### src/design/rlu_pkg.sv
// ---------------------------------------------------------------------------
// rlu_pkg: shared types and constants
// Field types, command and action codes, register indexes and the
// configuration bundle of the signal-strength lock/unlock debouncer.
// ---------------------------------------------------------------------------
package rlu_pkg;

  // Width of the consecutive-sample run counters.
  localparam int COUNT_WIDTH = 16;
  localparam int NEED_W      = 16;
  // Common width for comparing a run count against a required count.
  localparam int CMP_W       = (COUNT_WIDTH > NEED_W) ? COUNT_WIDTH : NEED_W;

  localparam int CFG_IDX_W  = 3;
  localparam int CFG_DATA_W = 16;

  typedef logic [1:0]              cmd_t;
  typedef logic signed [11:0]      rssi_t;
  typedef logic [31:0]             ms_t;
  typedef logic [1:0]              action_t;
  typedef logic [COUNT_WIDTH-1:0]  run_t;
  typedef logic [CFG_IDX_W-1:0]    cfg_idx_t;
  typedef logic [CFG_DATA_W-1:0]   cfg_data_t;

  localparam cmd_t CMD_SAMPLE = 2'd0;
  localparam cmd_t CMD_MANUAL = 2'd1;
  localparam cmd_t CMD_CLEAR  = 2'd2;

  localparam action_t ACT_NONE   = 2'd0;
  localparam action_t ACT_UNLOCK = 2'd1;
  localparam action_t ACT_LOCK   = 2'd2;

  localparam cfg_idx_t REG_UNLOCK_THR  = 3'd0;
  localparam cfg_idx_t REG_LOCK_THR    = 3'd1;
  localparam cfg_idx_t REG_HYST        = 3'd2;
  localparam cfg_idx_t REG_UNLOCK_NEED = 3'd3;
  localparam cfg_idx_t REG_LOCK_NEED   = 3'd4;
  localparam cfg_idx_t REG_COOLDOWN    = 3'd5;

  localparam run_t RUN_MAX = '1;

  typedef struct packed {
    logic signed [7:0] unlock_threshold;
    logic signed [7:0] lock_threshold;
    logic [6:0]        hysteresis_db;
    logic [15:0]       unlock_count_needed;
    logic [15:0]       lock_count_needed;
    logic [15:0]       cooldown_ms;
  } cfg_t;

  typedef struct packed {
    cmd_t  cmd;
    rssi_t rssi;
    logic  rssi_valid;
    ms_t   now_ms;
  } item_t;

  typedef struct packed {
    logic    lock_state;
    action_t action;
    logic    in_cooldown;
  } result_t;

endpackage

### src/design/rlu_if.sv
// ---------------------------------------------------------------------------
// rlu_if: request channels
// Valid/ready channels for incoming sample requests and outgoing results.
// ---------------------------------------------------------------------------
interface rlu_in_if;
  logic           valid;
  logic           ready;
  rlu_pkg::cmd_t  cmd;
  rlu_pkg::rssi_t rssi;
  logic           rssi_valid;
  rlu_pkg::ms_t   now_ms;

  modport source (output valid, cmd, rssi, rssi_valid, now_ms, input ready);
  modport sink   (input valid, cmd, rssi, rssi_valid, now_ms, output ready);
endinterface

interface rlu_out_if;
  logic              valid;
  logic              ready;
  logic              lock_state;
  rlu_pkg::action_t  action;
  logic              in_cooldown;

  modport source (output valid, lock_state, action, in_cooldown, input ready);
  modport sink   (input valid, lock_state, action, in_cooldown, output ready);
endinterface

### src/design/rlu_cfg.sv
// ---------------------------------------------------------------------------
// rlu_cfg: configuration registers
// Write-only register file holding thresholds, counts and cooldown length.
// ---------------------------------------------------------------------------
module rlu_cfg import rlu_pkg::*; (
  input  logic      clk,
  input  logic      rst,
  input  logic      cfg_we,
  input  cfg_idx_t  cfg_idx,
  input  cfg_data_t cfg_data,
  output cfg_t      cfg
);

  always_ff @(posedge clk) begin
    if (rst) begin
      cfg.unlock_threshold    <= -8'sd60;
      cfg.lock_threshold      <= -8'sd75;
      cfg.hysteresis_db       <= 7'd5;
      cfg.unlock_count_needed <= 16'd3;
      cfg.lock_count_needed   <= 16'd3;
      cfg.cooldown_ms         <= 16'd3000;
    end else if (cfg_we) begin
      case (cfg_idx)
        REG_UNLOCK_THR:  cfg.unlock_threshold    <= $signed(cfg_data[7:0]);
        REG_LOCK_THR:    cfg.lock_threshold      <= $signed(cfg_data[7:0]);
        REG_HYST:        cfg.hysteresis_db       <= cfg_data[6:0];
        REG_UNLOCK_NEED: cfg.unlock_count_needed <= cfg_data;
        REG_LOCK_NEED:   cfg.lock_count_needed   <= cfg_data;
        REG_COOLDOWN:    cfg.cooldown_ms         <= cfg_data;
        default: ;
      endcase
    end
  end

endmodule

### src/design/rlu_eval.sv
// ---------------------------------------------------------------------------
// rlu_eval: debounce state and decision logic
// Holds lock state, run counters and cooldown, and decides each request.
// ---------------------------------------------------------------------------
module rlu_eval import rlu_pkg::*; (
  input  logic    clk,
  input  logic    rst,
  input  cfg_t    cfg,
  input  logic    fire,
  input  item_t   item,
  output result_t res
);

  logic unlocked, unlocked_next;
  run_t unlock_run, unlock_run_next;
  run_t lock_run, lock_run_next;
  logic cd_active, cd_active_next;
  ms_t  cd_start, cd_start_next;

  logic signed [11:0] unlock_level;
  logic signed [8:0]  eff_lock;
  logic signed [12:0] lock_level;
  ms_t                elapsed;

  assign unlock_level = {cfg.unlock_threshold, 4'b0000};
  assign eff_lock     = 9'(cfg.lock_threshold) - $signed({2'b00, cfg.hysteresis_db});
  assign lock_level   = {eff_lock, 4'b0000};
  assign elapsed      = item.now_ms - cd_start;

  always_comb begin
    logic go;
    run_t bumped;
    unlocked_next   = unlocked;
    unlock_run_next = unlock_run;
    lock_run_next   = lock_run;
    cd_active_next  = cd_active;
    cd_start_next   = cd_start;
    res.action      = ACT_NONE;
    go              = 1'b0;
    bumped          = '0;
    case (item.cmd)
      CMD_MANUAL: begin
        cd_active_next = 1'b1;
        cd_start_next  = item.now_ms;
      end
      CMD_CLEAR: begin
        unlock_run_next = '0;
        lock_run_next   = '0;
      end
      CMD_SAMPLE: begin
        if (item.rssi_valid) begin
          go = 1'b1;
          if (cd_active) begin
            if (elapsed >= {16'd0, cfg.cooldown_ms}) begin
              cd_active_next = 1'b0;
            end else begin
              go = 1'b0;
            end
          end
        end
        if (go && !unlocked) begin
          if (item.rssi >= unlock_level) begin
            bumped          = (unlock_run == RUN_MAX) ? RUN_MAX : unlock_run + run_t'(1);
            unlock_run_next = bumped;
            lock_run_next   = '0;
            if (CMP_W'(bumped) >= CMP_W'(cfg.unlock_count_needed)) begin
              unlocked_next   = 1'b1;
              unlock_run_next = '0;
              res.action      = ACT_UNLOCK;
            end
          end else begin
            unlock_run_next = '0;
          end
        end else if (go) begin
          if (13'(item.rssi) <= lock_level) begin
            bumped          = (lock_run == RUN_MAX) ? RUN_MAX : lock_run + run_t'(1);
            lock_run_next   = bumped;
            unlock_run_next = '0;
            if (CMP_W'(bumped) >= CMP_W'(cfg.lock_count_needed)) begin
              unlocked_next = 1'b0;
              lock_run_next = '0;
              res.action    = ACT_LOCK;
            end
          end else begin
            lock_run_next = '0;
          end
        end
      end
      default: ;
    endcase
    res.lock_state  = unlocked_next;
    res.in_cooldown = cd_active_next;
  end

  always_ff @(posedge clk) begin
    if (rst) begin
      unlocked   <= 1'b0;
      unlock_run <= '0;
      lock_run   <= '0;
      cd_active  <= 1'b0;
      cd_start   <= '0;
    end else if (fire) begin
      unlocked   <= unlocked_next;
      unlock_run <= unlock_run_next;
      lock_run   <= lock_run_next;
      cd_active  <= cd_active_next;
      cd_start   <= cd_start_next;
    end
  end

endmodule

### src/design/rssi_lock_unlock_debouncer.sv
// ---------------------------------------------------------------------------
// rssi_lock_unlock_debouncer: hysteresis lock/unlock debouncer
// Counts consecutive qualifying signal-strength samples and fires lock or
// unlock actions, with a manual-command cooldown.
// ---------------------------------------------------------------------------
//
//   Channel   Dir  Payload                              Per request
//   samp      in   cmd, rssi, rssi_valid, now_ms        one sample or command
//   res       out  lock_state, action, in_cooldown      one result
//   cfg_*     in   cfg_idx, cfg_data (write only)       one register write
//
// A request is registered on acceptance, decided combinationally from the
// input register against the debounce state, and its result lands in the
// output register: one request per cycle sustained unless res stalls.
// The state update is made of compares and counter increments.
// rst is synchronous and returns the registers to their defaults and the
// state to locked with cleared counters and no cooldown.
// A stalled result holds in the output register while one more request
// waits in the input register; samp.ready drops only when both are full.
//
module rssi_lock_unlock_debouncer import rlu_pkg::*; (
  input  logic      clk,
  input  logic      rst,
  rlu_in_if.sink    samp,
  rlu_out_if.source res,
  input  logic      cfg_we,
  input  cfg_idx_t  cfg_idx,
  input  cfg_data_t cfg_data
);

  cfg_t    cfg;
  item_t   s1_item;
  logic    s1_valid;
  logic    s1_adv;
  result_t eval_res;
  result_t out_res;
  logic    out_valid;

  // The input register moves on whenever the output register is free or
  // is being emptied in this cycle.
  assign s1_adv     = s1_valid && (!out_valid || res.ready);
  assign samp.ready = !s1_valid || s1_adv;

  always_ff @(posedge clk) begin
    if (rst) begin
      s1_valid <= 1'b0;
    end else if (samp.ready) begin
      s1_valid <= samp.valid;
    end
  end

  // Payload needs no reset; it is only used under s1_valid.
  always_ff @(posedge clk) begin
    if (samp.valid && samp.ready) begin
      s1_item <= '{cmd: samp.cmd, rssi: samp.rssi,
                   rssi_valid: samp.rssi_valid, now_ms: samp.now_ms};
    end
  end

  rlu_cfg u_cfg (
    .clk      (clk),
    .rst      (rst),
    .cfg_we   (cfg_we),
    .cfg_idx  (cfg_idx),
    .cfg_data (cfg_data),
    .cfg      (cfg)
  );

  // The debounce state commits exactly when the decided result is
  // captured into the output register.
  rlu_eval u_eval (
    .clk  (clk),
    .rst  (rst),
    .cfg  (cfg),
    .fire (s1_adv),
    .item (s1_item),
    .res  (eval_res)
  );

  always_ff @(posedge clk) begin
    if (rst) begin
      out_valid <= 1'b0;
    end else if (s1_adv) begin
      out_valid <= 1'b1;
    end else if (res.ready) begin
      out_valid <= 1'b0;
    end
  end

  always_ff @(posedge clk) begin
    if (s1_adv) begin
      out_res <= eval_res;
    end
  end

  assign res.valid       = out_valid;
  assign res.lock_state  = out_res.lock_state;
  assign res.action      = out_res.action;
  assign res.in_cooldown = out_res.in_cooldown;

endmodule

### src/flat_wrapper.sv
// flat-port wrapper written by rule: the top's interface ports become plain ports
module rssi_lock_unlock_debouncer_flat import rlu_pkg::*;
  (clk, rst, cfg_we, cfg_idx, cfg_data, samp_valid, samp_cmd, samp_rssi, samp_rssi_valid, samp_now_ms, samp_ready, res_valid, res_lock_state, res_action, res_in_cooldown, res_ready);
  rlu_in_if samp_i ();
  rlu_out_if res_i ();
  input  logic clk;
  input  logic rst;
  input  logic cfg_we;
  input  cfg_idx_t cfg_idx;
  input  cfg_data_t cfg_data;
  input wire logic [$bits(samp_i.valid)-1:0] samp_valid;
  input wire logic [$bits(samp_i.cmd)-1:0] samp_cmd;
  input wire logic [$bits(samp_i.rssi)-1:0] samp_rssi;
  input wire logic [$bits(samp_i.rssi_valid)-1:0] samp_rssi_valid;
  input wire logic [$bits(samp_i.now_ms)-1:0] samp_now_ms;
  output wire logic [$bits(samp_i.ready)-1:0] samp_ready;
  output wire logic [$bits(res_i.valid)-1:0] res_valid;
  output wire logic [$bits(res_i.lock_state)-1:0] res_lock_state;
  output wire logic [$bits(res_i.action)-1:0] res_action;
  output wire logic [$bits(res_i.in_cooldown)-1:0] res_in_cooldown;
  input wire logic [$bits(res_i.ready)-1:0] res_ready;
  assign samp_i.valid = samp_valid;
  assign samp_i.cmd = samp_cmd;
  assign samp_i.rssi = samp_rssi;
  assign samp_i.rssi_valid = samp_rssi_valid;
  assign samp_i.now_ms = samp_now_ms;
  assign samp_ready = samp_i.ready;
  assign res_valid = res_i.valid;
  assign res_lock_state = res_i.lock_state;
  assign res_action = res_i.action;
  assign res_in_cooldown = res_i.in_cooldown;
  assign res_i.ready = res_ready;
  rssi_lock_unlock_debouncer u_core (.clk(clk), .rst(rst), .samp(samp_i), .res(res_i), .cfg_we(cfg_we), .cfg_idx(cfg_idx), .cfg_data(cfg_data));
endmodule
### config.mk
export PLATFORM = sky130hd
export DESIGN_NAME = rssi_lock_unlock_debouncer_flat
export DESIGN_NICKNAME = d
export VERILOG_FILES = /design/src/design/rlu_pkg.sv /design/src/design/rlu_if.sv /design/src/design/rlu_cfg.sv /design/src/design/rlu_eval.sv /design/src/design/rssi_lock_unlock_debouncer.sv /design/src/flat_wrapper.sv
export SDC_FILE = /design/constraint.sdc
export NUM_CORES = 1
export LEC_CHECK = 0
export BUFFER_PORTS_ARGS = -buffer_cell sky130_fd_sc_hd__buf_2
export CORE_ASPECT_RATIO = 0.6
export CORE_MARGIN = 2
export CORE_UTILIZATION = 50
export DETAILED_ROUTE_END_ITERATION = 10
export PLACE_DENSITY_LB_ADDON = 0.08
export SYNTH_ARGS = -nofsm -noshare
export SYNTH_HDL_FRONTEND = slang
export SYNTH_SLANG_ARGS = --single-unit
### constraint.sdc
create_clock -name clk -period 4.9 [get_ports clk]
set_input_delay 0.49 -clock clk [delete_from_list [all_inputs] [get_ports clk]]
set_output_delay 0.49 -clock clk [all_outputs]
set_load 0.05 [all_outputs]
[Word-level counts from Yosys, hierarchy flattened]
Index checks and enable logic that the tools add are counted.
Operators by class
  $add $sub $neg: 4
  multipliers: 0
  div/mod/pow operators: 0
  $lt $le $gt $ge: 5
  equality and inequality tests: 12
  shifts and indexed selects: 0
  muxes and demuxes: 37
  bitwise gates (word level): 0
  reductions and logical operators: 21
Operator list (count)
  16-bit 2-to-1 mux: 12
  16-bit case mux with 2 select lines: 2
  16-bit by 1-bit adder with 16-bit output (second input constant): 2
  16-bit == test (second input constant): 2
  16-bit >= comparator: 2
  32-bit by 16-bit >= comparator with 1-bit output: 1
  32-bit subtractor: 1
  1-bit 2-to-1 mux: 18
  2-bit AND reduction: 7
  12-bit by 13-bit <= comparator with 1-bit output: 1
  12-bit >= comparator: 1
  3-bit != test (second input constant): 3
  8-bit by 8-bit subtractor with 9-bit output: 1
  2-bit 2-to-1 mux: 4
  4-bit AND reduction: 2
  3-bit by 2-bit == test with 1-bit output (second input constant): 2
  3-bit == test (second input constant): 2
  2-bit nonzero test: 2
  3-bit by 1-bit == test with 1-bit output (second input constant): 1
  1-bit logical AND: 3
  1-bit zero test: 3
  3-bit zero test: 1
  2-bit by 1-bit == test with 1-bit output (second input constant): 1
  2-bit == test (second input constant): 1
  other kinds (3): 4
Storage, ports and cells
  register bits after elaboration: 190
  latch bits: 0
  memory bits (writable): 0
  memory bits (read-only): 0
  input bits: 71
  output and inout port bits: 6
  logic and storage cells: 99
  memories kept: 0

[Longest topological paths before layout]
  word-level depth: 9
  mapped depth: 23
  mapped depth without buffers: 20

[Modules after synthesis]
From an unflattened synthesis, not the netlist that was laid out.
Unflattened totals
  cells, all modules: 1336
  area total of the unflattened synthesis: 11855.1 sq um
By module, submodules not included
  rlu_eval: times used 1, cells each 1002, area each 7330.8 sq um
  rlu_cfg: times used 1, cells each 273, area each 2889.0 sq um
  rssi_lock_unlock_debouncer: times used 1, cells each 61, area each 1635.3 sq um

[Worst setup path before layout]
No wires, ideal clock.
  kind: flip-flop to flip-flop
  from: reg u_core.s1_item[8] (netlist name)
  to: reg u_core.u_eval.unlock_run[10]
  arrival: 4516 ps
  data required time: 4784 ps
  slack: 269 ps
  cell stages (with the launch flop): 22
  buffers on the path: 4
  clock period less this slack: 4631 ps
  cells stage by stage: edfxtp_1 -> ha_1 -> clkbuf_1 -> a21oi_1 -> o21ai_1 -> a21oi_1 -> nand2_1 -> a21boi_0 -> xnor2_1 -> ha_1 -> a211o_1 -> or4_1 -> a221oi_2 -> nand2_1 -> a2111oi_2 -> o2111ai_1 -> or3_1 -> buf_2 -> and3_1 -> buf_2 -> buf_6 -> a31o_1
On the way
  word-level cells in the longest chain between the ends: 9
  elaborated cells between the ends (all ways): 12
Ends and longest elaborated chain
  from (decl): RTL line rssi_lock_unlock_debouncer.sv:32  | item_t s1_item;
  from (signal assigned): RTL line rssi_lock_unlock_debouncer.sv:55  | s1_item <= '{cmd: samp.cmd, rssi: samp.rssi,
  32-bit subtractor (*): RTL line rlu_eval.sv:28  | assign elapsed = item.now_ms - cd_start;
  32-bit by 16-bit >= comparator with 1-bit output (*): RTL line rlu_eval.sv:54  | if (elapsed >= {16'd0, cfg.cooldown_ms}) begin
  1-bit 2-to-1 mux (*): RTL line rlu_eval.sv:54
  1-bit 2-to-1 mux (*): RTL line rlu_eval.sv:53  | if (cd_active) begin
  1-bit 2-to-1 mux (*): RTL line rlu_eval.sv:51  | if (item.rssi_valid) begin
  1-bit 2-to-1 mux (*): RTL line rlu_eval.sv:41  | case (item.cmd)
  1-bit logical AND: RTL line rlu_eval.sv:61  | if (go && !unlocked) begin
  3-bit != test (no line) or 16-bit 2-to-1 mux (tied branches)
  4-bit AND reduction (no line) or 16-bit case mux with 2 select lines (tied branches)
  to (signal assigned): RTL line rlu_eval.sv:104  | unlock_run <= unlock_run_next;
  to (decl): RTL line rlu_eval.sv:15  | run_t unlock_run, unlock_run_next;
Mark *: on every way between the ends. The rest lies on a longest branch, timed or not. The select of a mux whose other input is x is not followed.
A chain may end at the register's enable or synchronous reset.

[Final worst setup path]
  from: reg u_core.u_eval.lock_run[0]
  to: reg u_core.u_eval.lock_run[8]
On the way
  word-level cells in the longest chain between the ends: 8
  elaborated cells between the ends (all ways): 9
Ends and longest elaborated chain
  from (decl): RTL line rlu_eval.sv:16  | run_t lock_run, lock_run_next;
  from (signal assigned): RTL line rlu_eval.sv:105  | lock_run <= lock_run_next;
  16-bit by 1-bit adder with 16-bit output or 16-bit == test (tied branches): RTL line rlu_eval.sv:76  | bumped = (lock_run == RUN_MAX) ? RUN_MAX : lock_run + run_t'(1);
  16-bit 2-to-1 mux (*): RTL line rlu_eval.sv:76
  16-bit >= comparator: RTL line rlu_eval.sv:79  | if (CMP_W'(bumped) >= CMP_W'(cfg.lock_count_needed)) begin
  16-bit 2-to-1 mux (*): RTL line rlu_eval.sv:79
  16-bit 2-to-1 mux (*): RTL line rlu_eval.sv:75  | if (13'(item.rssi) <= lock_level) begin
  16-bit 2-to-1 mux (*): RTL line rlu_eval.sv:74  | end else if (go) begin
  16-bit 2-to-1 mux (*): RTL line rlu_eval.sv:61
  16-bit case mux with 2 select lines (*): RTL line rlu_eval.sv:41
Marks and branches as above.

==> out/qor.yml <==
run_status:
  run_status: "completed"
clocking:
  post-cts-setup-buffer-count: 0
  cts_buffers: 17
  cts-root-to-sink-buffers: 2
  ctsHtreeMaxLevel: 4
  insertion_delay_ns: 0.45
  tritoncts: "done"
  clk_root_buffer_cell: "clkbuf_16"
  clk_pin_slew_worst_paths_ns: 0.07
  tritoncts_num_sinks: 190
  holdBufCountCts: 0
synth:
  avgSynthCellArea_um2: 8.34
  synth_seq_cells: 190
  count_of_flip_flops_with_a_built_in_enable_after_synthesis: 51
  postSynth.topFlopCell: "dfxtp_1"
  synth_area_leader: "dfxtp_1"
  mappedNetlistArea_mm2: 0.0112
  postSynthCellCount: 1340
  synth.distinct_cells: 61
  netlist_top_cells_area: "dfxtp_1, edfxtp_1, ha_1"
  mapped_nets: 1518
  ys_warn_count: 0
  yosysTopAreaCellShare_pct: 24.9
  yosysSeqAreaShare_pct: 38.6
  async_flop_share_pct: 0
worst_setup_path:
  critical-path-max-stage-delay_ns: 0.54
  required_ns: 5.28
  worstSetupPathType: "reg -> reg"
  timing.critical_path.from_type: "flop"
  crit_path_end_kind: "flop"
  ff2ff_setup_slack_ns: 0.20
  timing.critical_path.fanout_max: 8
  arrival_ns: 5.08
  highest_delay_cell_along_the_critical_path: "or3_1"
  path_cells: "ha_1 -> and3_1 -> nand3_1 -> or3_1 -> and2_1 -> ha_1 -> nand2b_1 -> a21o_1 -> a21oi_1 -> o21ai_0 -> a2111o_1 -> a221oi_2 -> o21ai_0 -> a31o_2 -> nor3b_2 -> buf_2 -> nand3_1 -> mux2i_1"
  cp_num_buf_inv: 1
  crit_path_max_delay_family: "simple AND/OR/NAND/NOR gates"
routing:
  post_drt_via_cell_ratio: 5.50
  drt-wirelength-per-cell_um: 16.4
  vias: 9358
  wl_mm: 27.9
  detail_route.drc_violations: 0
  drt_pass1_iterations: 6
  drtIter0Drc: 677
  final_antenna_net_count: 0
global_routing:
  grt_pass1_wl_mm: 44.6
  grt_max_degree: 89
  groute.usage.overall_pct: 24.0
  grt_remaining_overflow: 0
  grt_antenna_before_repair: 0
  first_global_vias: 8389
timing:
  timing.final.crit_share_pct: 95.9
  report.final.setup_viol: 0
  clock.fmax_mhz: 213
  final.hold.worst_slack_ns: 0.212
  hold_viol: 0
  maxSlewHeadroom_pct: 26.1
  postLayoutSetupSlackWorst_ns: 0.202
  unrepaired_setup_endpoints_after_global_routing: "false"
  period_minus_slack_ns: 4.70
  clock-skew-final_ns: 0.0123
  worst_slew_pin_slew_ns: 1.11
  timing_max_transition_violations_final: 0
place:
  dp_slack_ns: -0.0348
  gpl.final_weighted_congestion: 0.949
  place_area_mm2: 0.0119
  io_buffers: 76
  dpl.hpwl_mm: 20.4
floorplan:
  num_rows: 42
  die_y_um: 120
  floorplan.initialDensity_pct: 50.8
  dieWidth_um: 197
  die_area_mm2: 0.0236
  io_pins: 77
  fp.coreArea_mm2: 0.0220
power_and_ir_drop:
  p_leak_uw: 0.00504
  powerDensity_mw_per_mm2: 283
  intPower_uw: 2600
  switching_pwr_uw: 953
  share_seq_of_total_power_pct: 47.5
  vdd_drop_max_uv: 235
  power.combinational.fraction_pct: 14.0
  clock_share_of_power_pct: 38.5
  power.switching_fraction_pct: 26.8
cells_and_area:
  finalInstanceArea_mm2: 0.0126
  antenna_cells: 0
  area_delta_synth_final_pct: 12.3
  finalNetCount: 1582
  final_core_utilization_pct: 57.0
  final_layout_size_suffix_gt1_share_pct: 11.1
worst_hold_path:
  worstHoldPathType: "in -> reg"
job:
  max_cap_violations: 0
-- cell type report --
cell class | instances | area (µm²)
multi-input combinational | 969 | 6260
sequential | 190 | 4310
fill | 1982 | 9460
timing repair buffer | 101 | 581
clock inverter | 8 | 50.0
inverter | 125 | 469
clock buffer | 24 | 524
tap | 286 | 358
-- placed cells by master (no fill, tap or decap), drive strengths merged, types with 20 or more instances in the layout --
cell and instances:
nand3 35, buf 101, nor2 54, nand2 266
mux2i 21, xnor2 31, a21oi 144, inv 127
ha 105, nand2b 32, edfxtp 51, clkbuf 24
a21o 20, dfxtp 139, o21ai 39
-- power by group through the flow --
stage | clock (µW) | sequential [µW] | combinational, µW
after CTS | 1400 | 1690 | 479
after detailed placement | 0 | 1720 | 474
final | 1370 | 1690 | 498
after global routing | 1460 | 1690 | 560
after global placement | 0 | 1720 | 471
after floorplan | 0 | 1720 | 325
-- routing by layer --
layer	vias to the layer above	track usage, %	part of all wire, %
met5	-	0	0
met4	0	4.70	0.71
met1	4267	39.4	55
met2	305	31.5	37
li1	4771	-	-
met3	15	4.97	6.7
-- registers in the layout, summed over array words and instances (netlist names) --
signal                    cells
u_core.res.action             2
u_core.u_eval.cd_start       32
u_core.res.lock_state         1
u_core.res.valid              1
u_core.u_cfg.cfg             71
u_core.s1_valid               1
u_core.res.in_cooldown        1
u_core.u_eval.unlocked        1
u_core.u_eval.unlock_run     16
u_core.s1_item               47
u_core.u_eval.cd_active       1
u_core.u_eval.lock_run       16
-- logic make-up (layout without fill, tap and decap cells) --
group | Yosys count | count (layout) | synth area share, %
simple gates | 485 | 485 | 19.8
compound gates | 309 | 309 | 17.5
flops | 190 | 190 | 38.6
buf+inv | 181 | 258 | 6.42
fa+ha+maj | 107 | 107 | 12.1
xor+xnor | 46 | 46 | 3.60
mux | 22 | 22 | 1.98
-- path summary, 6_finish.rpt --
path	from	cells after the start	end
worst max register to register	u_core.u_eval.lock_run[0]	18	u_core.u_eval.lock_run[8]
worst min-delay path	samp_now_ms[11]	1	u_core.s1_item[11]
worst min register to register	u_core.u_eval.cd_start[21]	2	u_core.u_eval.cd_start[21]
worst max-delay path	u_core.u_eval.lock_run[0]	18	u_core.u_eval.lock_run[8]
-- synth_stat cells (3+ instances only) --
library cell / n
nor2b_1: 16
a31o_1: 18
nor2_1: 54
nand3b_1: 16
nand2b_1: 32
o21ai_1: 8
nand2_1: 266
a31oi_1: 10
dfxtp_1: 139
and4_1: 3
a2111oi_0: 18
xor2_1: 15
o21ai_0: 31
inv_1: 125
ha_1: 105
and2_1: 8
buf_2: 4
a21oi_1: 144
o31ai_1: 4
xnor2_1: 31
nor4_1: 5
and3_1: 15
buf_6: 4
o21a_1: 9
a211o_1: 8
o22ai_1: 3
nand4_1: 13
mux2i_1: 21
or3_1: 5
a211oi_1: 10
nand3_1: 35
nor3_1: 10
edfxtp_1: 51
clkbuf_1: 46
o211ai_1: 4
or4_1: 3
nor3b_1: 3
a21o_1: 20
-- metrics by stage --
step,instances,setup TNS [ns],power (µW)
finish,1703,0,3560
global route,1703,0,3710
CTS,1702,0,3560
detailed placement,1670,-0.0376,2200
global placement,1670,0,2190
floorplan,1340,0,2050
-- timing repair --
item | 4_1_cts | 5_1_grt
gates cloned | 0 | 1
pin swaps | 0 | 6
hold endpoints to repair | 0 | 0
endpoints found under the setup margin | 19 | 38
resized for setup | 4 | 30
Note: power is estimated with default switching activity, not from simulation.
